**src/sv/bfpa_pkg.sv**
```systemverilog
package bfpa_pkg;

  localparam int NUM_CELLS = 16;
  localparam int IDX_W     = 4;
  localparam int SIZE_W    = 16;
  localparam int OWN_W     = 10;
  localparam int CNT_W     = 5;
  localparam int TOTAL_W   = 20;
  localparam int KIND_W    = 2;

  localparam logic [KIND_W-1:0] KIND_LOAD  = 2'd0;
  localparam logic [KIND_W-1:0] KIND_ALLOC = 2'd1;
  localparam logic [KIND_W-1:0] KIND_FREE  = 2'd2;

  localparam logic [CNT_W-1:0] CNT_MAX = CNT_W'(NUM_CELLS);

  typedef enum logic [2:0] {
    ST_PLACED  = 3'd0,
    ST_NOFIT   = 3'd1,
    ST_FREED   = 3'd2,
    ST_ALREADY = 3'd3,
    ST_LOADED  = 3'd4,
    ST_BAD     = 3'd5
  } status_t;

  typedef struct packed {
    logic                v;
    logic [KIND_W-1:0]   kind;
    logic [IDX_W-1:0]    idx;
    logic [SIZE_W-1:0]   req;
    logic [OWN_W-1:0]    own;
    logic [CNT_W-1:0]    cnt;
    logic                found;
    logic [IDX_W-1:0]    best;
    logic [SIZE_W-1:0]   best_size;
    logic [TOTAL_W-1:0]  inner;
    logic [TOTAL_W-1:0]  outer;
    logic                freed;
    logic [OWN_W-1:0]    sown;
  } pkt_t;

  typedef struct packed {
    logic              en;
    logic [IDX_W-1:0]  slot;
    logic [SIZE_W-1:0] used;
    logic [OWN_W-1:0]  owner;
  } commit_t;

endpackage

```
**src/sv/bfpa_cell.sv**
```systemverilog
module bfpa_cell (
  input  logic                            clk,
  input  logic                            rst_n,
  input  logic [bfpa_pkg::IDX_W-1:0]      cell_idx,
  input  logic                            hold,
  input  bfpa_pkg::pkt_t                  pkt_in,
  input  bfpa_pkg::commit_t               commit,
  output bfpa_pkg::pkt_t                  pkt_out
);

  logic [bfpa_pkg::SIZE_W-1:0] size_r, size_nxt;
  logic [bfpa_pkg::SIZE_W-1:0] used_r, used_nxt;
  logic [bfpa_pkg::OWN_W-1:0]  owner_r, owner_nxt;
  logic                        busy_r, busy_nxt;
  bfpa_pkg::pkt_t              pkt_r, pkt_nxt;
  logic                        in_range;
  logic                        hit;
  logic [bfpa_pkg::SIZE_W-1:0] slack;

  assign in_range = {1'b0, cell_idx} < pkt_in.cnt;
  assign hit      = in_range && (pkt_in.idx == cell_idx);

  always_comb begin
    size_nxt  = size_r;
    used_nxt  = used_r;
    busy_nxt  = busy_r;
    owner_nxt = owner_r;
    pkt_nxt   = pkt_in;
    if (commit.en && commit.slot == cell_idx) begin
      busy_nxt  = 1'b1;
      used_nxt  = commit.used;
      owner_nxt = commit.owner;
    end
    if (pkt_in.v && hit) begin
      if (pkt_in.kind == bfpa_pkg::KIND_LOAD) begin
        size_nxt  = pkt_in.req;
        used_nxt  = '0;
        busy_nxt  = 1'b0;
        owner_nxt = '0;
      end else if (pkt_in.kind == bfpa_pkg::KIND_FREE && busy_r) begin
        pkt_nxt.freed = 1'b1;
        pkt_nxt.sown  = owner_r;
        used_nxt      = '0;
        busy_nxt      = 1'b0;
        owner_nxt     = '0;
      end
    end
    slack = size_nxt - used_nxt;
    if (pkt_in.v && in_range) begin
      if (busy_nxt) begin
        pkt_nxt.inner = pkt_in.inner +
                        {{(bfpa_pkg::TOTAL_W-bfpa_pkg::SIZE_W){1'b0}}, slack};
      end else begin
        pkt_nxt.outer = pkt_in.outer +
                        {{(bfpa_pkg::TOTAL_W-bfpa_pkg::SIZE_W){1'b0}}, size_nxt};
      end
      if (pkt_in.kind == bfpa_pkg::KIND_ALLOC && !busy_nxt && size_nxt >= pkt_in.req &&
          (!pkt_in.found || size_nxt < pkt_in.best_size)) begin
        pkt_nxt.found     = 1'b1;
        pkt_nxt.best      = cell_idx;
        pkt_nxt.best_size = size_nxt;
      end
    end
  end

  always_ff @(posedge clk) begin
    if (!rst_n) begin
      busy_r  <= 1'b0;
      used_r  <= '0;
      owner_r <= '0;
      pkt_r   <= '0;
    end else if (!hold) begin
      busy_r  <= busy_nxt;
      used_r  <= used_nxt;
      owner_r <= owner_nxt;
      pkt_r   <= pkt_nxt;
    end
  end

  always_ff @(posedge clk) begin
    if (!hold) begin
      size_r <= size_nxt;
    end
  end

  assign pkt_out = pkt_r;

endmodule

```
**config.mk**
```make
export PLATFORM = sky130hd
export DESIGN_NAME = bfpa_cell
export DESIGN_NICKNAME = d
export VERILOG_FILES = /design/src/sv/bfpa_pkg.sv /design/src/sv/bfpa_cell.sv
export SDC_FILE = /design/constraint.sdc
export NUM_CORES = 1
export LEC_CHECK = 0
export BUFFER_PORTS_ARGS = -buffer_cell sky130_fd_sc_hd__buf_4
export CAP_MARGIN = 20
export CORE_UTILIZATION = 54
export DETAILED_ROUTE_END_ITERATION = 7
export PLACE_DENSITY = 0.89
export SLEW_MARGIN = 0
export SYNTH_ARGS = -nofsm -noshare
export SYNTH_HDL_FRONTEND = slang
export SYNTH_SLANG_ARGS = --single-unit
```
**constraint.sdc**
```tcl
create_clock -name clk -period 6.55 [get_ports clk]
set_input_delay 0.655 -clock clk [delete_from_list [all_inputs] [get_ports clk]]
set_output_delay 0.655 -clock clk [all_outputs]
set_load 0.02 [all_outputs]
```
==> out/qor.yml <==
outcome:
  outcome: "completed"
sta:
  finalHoldViolCount: 0
  slew_headroom_pct: 40.6
  fmaxAchievable_mhz: 176
  period_share_pct: 87.0
  maxSlewViolCount: 0
  fin_hold_ws_ps: 468
  timing_worst_slew_pin_value_ps: 891
  rsz0062_at_grt: "false"
  fin_skew_ps: 7.61
  timing.final.setup_violations: 0
  layout_min_cycle_time_ps: 5700
  fin_tns_setup_ps: 0
global_routing:
  grt_pass1_vias: 8692
  grt_overflow: 0
  antenna_found_initial: 0
  grt_max_degree: 87
  grt_pass1_wl_mm: 43.2
  track_usage_pct: 29.6
placement:
  dpl_cell_area_mm2: 0.0120
  dp_hpwl_mm: 21.0
  gp_congestion: 0.926
  port_buffers: 257
die:
  core-area_mm2: 0.0179
  fp.dieArea_mm2: 0.0188
  die_h_um: 137
  fp.dieW_um: 137
  fp-row-count: 49
  io_pins: 258
  start_util_pct: 55.0
clock_tree:
  cts_sinks: 153
  worstSkewPairLatency_ps: 430
  cts_tree: "done"
  cts-htree-levels: 4
  post_cts_buffers: 0
  cts.repair.resized: 0
  cts_buffers: 17
  cts_hold_buffers: 0
  cts-root-buf: "clkbuf_16"
  clk_pin_slew_worst_paths_ps: 70
  clockBufferDepth: 2
power_and_ir_drop:
  irDropWorstVdd_v: 0.000202
  total_power_mw: 2.75
  power_density_mw_per_mm2: 219
  p_leak_nw: 5.92
routing:
  antenna_left: 0
  dr.pass1.iters: 7
  routed_wl_mm: 28.3
  drtIter0Drc: 717
  drc: 0
  via_count: 9465
  viasPerCell: 5.82
  avgRoutedWirePerCell_um: 17.4
synth:
  synth-async-reset-ratio_pct: 0
  netlist_area_mm2: 0.00984
  synth_warnings: 0
  synth_edf_count: 16
  ys_ff_latch: 153
  postSynthNetCount: 1374
  seq_area_frac_synth_pct: 32.7
  ys.flop_type: "dfxtp_1"
  postSynthCellCount: 1155
  syn_area_per_cell_um2: 8.52
  netlist-cell-type-count: 72
critical_path:
  cp_data_arrival_time_ps: 6030
  path_buf_inv: 2
  cpLargestDelayFamily: "compound AO/OA/AOI/OAI gates"
  cp-end-kind: "flip-flop"
  r2r_slack_ps: 1540
  crit_fanout: 7
  worst_path_largest_cell_delay_ps: 410
  worstPathRequired_ps: 6880
  timing.critical_path.mode_cell: "ha_1"
  start_kind: "input port"
  path_class: "in -> reg"
  slowest_stage: "fa_1"
layout:
  fill_cells: 1383
  syn2layout_area_growth_pct: 27.5
  diodes: 0
  design_area_mm2: 0.0126
  utilization_pct: 70.1
  fin_nets: 1603
  layout-drive-gt1-share_pct: 24.0
hold_path:
  worstHoldPathType: "reg -> reg"
flow_run:
  cap_violations: 0
[final timing paths]
| kind | from | endpoint | cells past startpoint |
|---|---|---|---|
| max | cell_idx[2] | pkt_out[48]$_SDFFE_PN0N_ | 27 |
| min | pkt_out[56]$_SDFFE_PN0N_ | pkt_out[56]$_SDFFE_PN0N_ | 2 |
| max reg2reg | busy_r$_SDFFE_PN0N_ | pkt_out[48]$_SDFFE_PN0N_ | 23 |
| min reg2reg | pkt_out[56]$_SDFFE_PN0N_ | pkt_out[56]$_SDFFE_PN0N_ | 2 |
[routing by layer]
metal | GRT usage [%] | vias to the layer above | part of all wire [%]
met5 | 0 | - | 0
met4 | 11.0 | 0 | 2.6
met3 | 5.30 | 62 | 7.5
met2 | 47.9 | 409 | 47
met1 | 39.0 | 4405 | 43
li1 | - | 4589 | -
[through the flow]
stage | setup WS, ps | std cells
6_report | 855 | 1626
4_1_cts | 893 | 1626
3_3_place_gp | 626 | 1594
3_5_place_dp | 454 | 1594
2_1_floorplan | 531 | 1155
5_1_grt | 479 | 1626
[cells by family (layout without fill, tap and decap cells)]
logic type	Yosys count	count (layout)	synth area share, %
AND/OR/NAND/NOR	355	355	18.8
AO/OA/AOI/OAI	306	306	20.5
flip-flops	153	153	32.7
buffers and inverters	130	372	5.00
multiplexers	84	84	8.67
adder cells (fa/ha/maj)	75	75	9.67
XOR/XNOR	52	52	4.63
[sequential cells by signal, indices dropped and copies added (netlist names)]
name	flops
owner_r	10
used_r	16
pkt_out	110
size_r	16
busy_r	1
[worst register-to-register path, cell delays in order (launching register included)]
cell and delay [ps]:
dfxtp_1 410, nor2b_1 120, nor3_2 280, nor2_1 100, ha_1 240, fa_1 410
inv_1 70, a21o_1 110, maj3_1 170, and3_1 200, o2111ai_1 140, o2111a_1 180
a311oi_1 320, and2_1 180, o21ai_1 60, a221oi_1 380, ha_1 320, a21o_1 180
a41oi_1 240, o21bai_1 130, a31oi_1 240, nand3b_1 160, xnor2_1 70, o211a_1 200
[synthesized netlist by cell type, drive strengths merged (4+ instances only)]
cell / count / share of area [%]
a21oi: 84 / 4.3
buf: 14 / 0.57
o21ai: 73 / 3.7
o311ai: 16 / 1.5
clkbuf: 50 / 1.9
and3: 10 / 0.64
o21bai: 6 / 0.46
nand3: 35 / 1.8
nand4: 18 / 1.1
nand2b: 12 / 0.76
xnor2: 43 / 3.8
a22oi: 14 / 1.1
edfxtp: 16 / 4.9
a31oi: 6 / 0.38
nand2: 83 / 3.2
o21a: 9 / 0.69
nor3: 21 / 1.2
nor2: 52 / 2.0
xor2: 9 / 0.80
mux2: 10 / 1.1
a21o: 26 / 2.0
maj3: 4 / 0.42
or3: 8 / 0.56
a211oi: 4 / 0.31
inv: 66 / 2.5
o211a: 13 / 1.3
o211ai: 14 / 1.1
ha: 68 / 8.6
mux2i: 74 / 7.5
o2111ai: 5 / 0.44
and2: 28 / 1.8
a21boi: 4 / 0.30
or2: 7 / 0.44
nor2b: 73 / 4.6
o31ai: 4 / 0.31
a211o: 5 / 0.44
dfxtp: 137 / 28
[report_power, final]
| part | internal [mW] | leakage (nW) | switching, mW |
|---|---|---|---|
| clock network | 0.565 | 0.284 | 0.435 |
| registers | 1.00 | 1.28 | 0.0276 |
| logic | 0.323 | 4.35 | 0.399 |
[cell type report]
type	count	area (µm²)	share of cell area (%)
inverter	66	248	1.97
multi-input combinational	872	6140	48.9
timing repair buffer	274	2060	16.4
clock buffer	19	464	3.70
tap	229	287	2.28
clock inverter	13	130	1.04
sequential	153	3220	25.7
[layout by cell type (no fill, tap or decap), types with 7 or more instances in the layout]
cell / synthesis / final
and2_1: 28 / 28
nand3_1: 35 / 35
or3_1: 7 / 7
o211a_1: 13 / 13
buf_4: 0 / 274
nand2b_1: 12 / 12
nor2_1: 52 / 52
clkbuf_16: 0 / 18
a22oi_1: 14 / 14
mux2i_1: 74 / 74
nor2b_1: 73 / 73
a21o_1: 26 / 26
xor2_1: 9 / 9
o21ai_0: 66 / 66
o311ai_1: 15 / 15
edfxtp_1: 16 / 16
mux2_2: 9 / 9
o211ai_1: 14 / 14
o21ai_1: 7 / 7
nand2_1: 83 / 83
o21a_1: 9 / 9
nand4_1: 18 / 18
ha_1: 68 / 68
nor3_1: 18 / 18
and3_1: 10 / 10
xnor2_1: 43 / 43
dfxtp_1: 137 / 137
inv_1: 62 / 61
a21oi_1: 83 / 83
No activity file was read; power rests on OpenSTA's default activity.
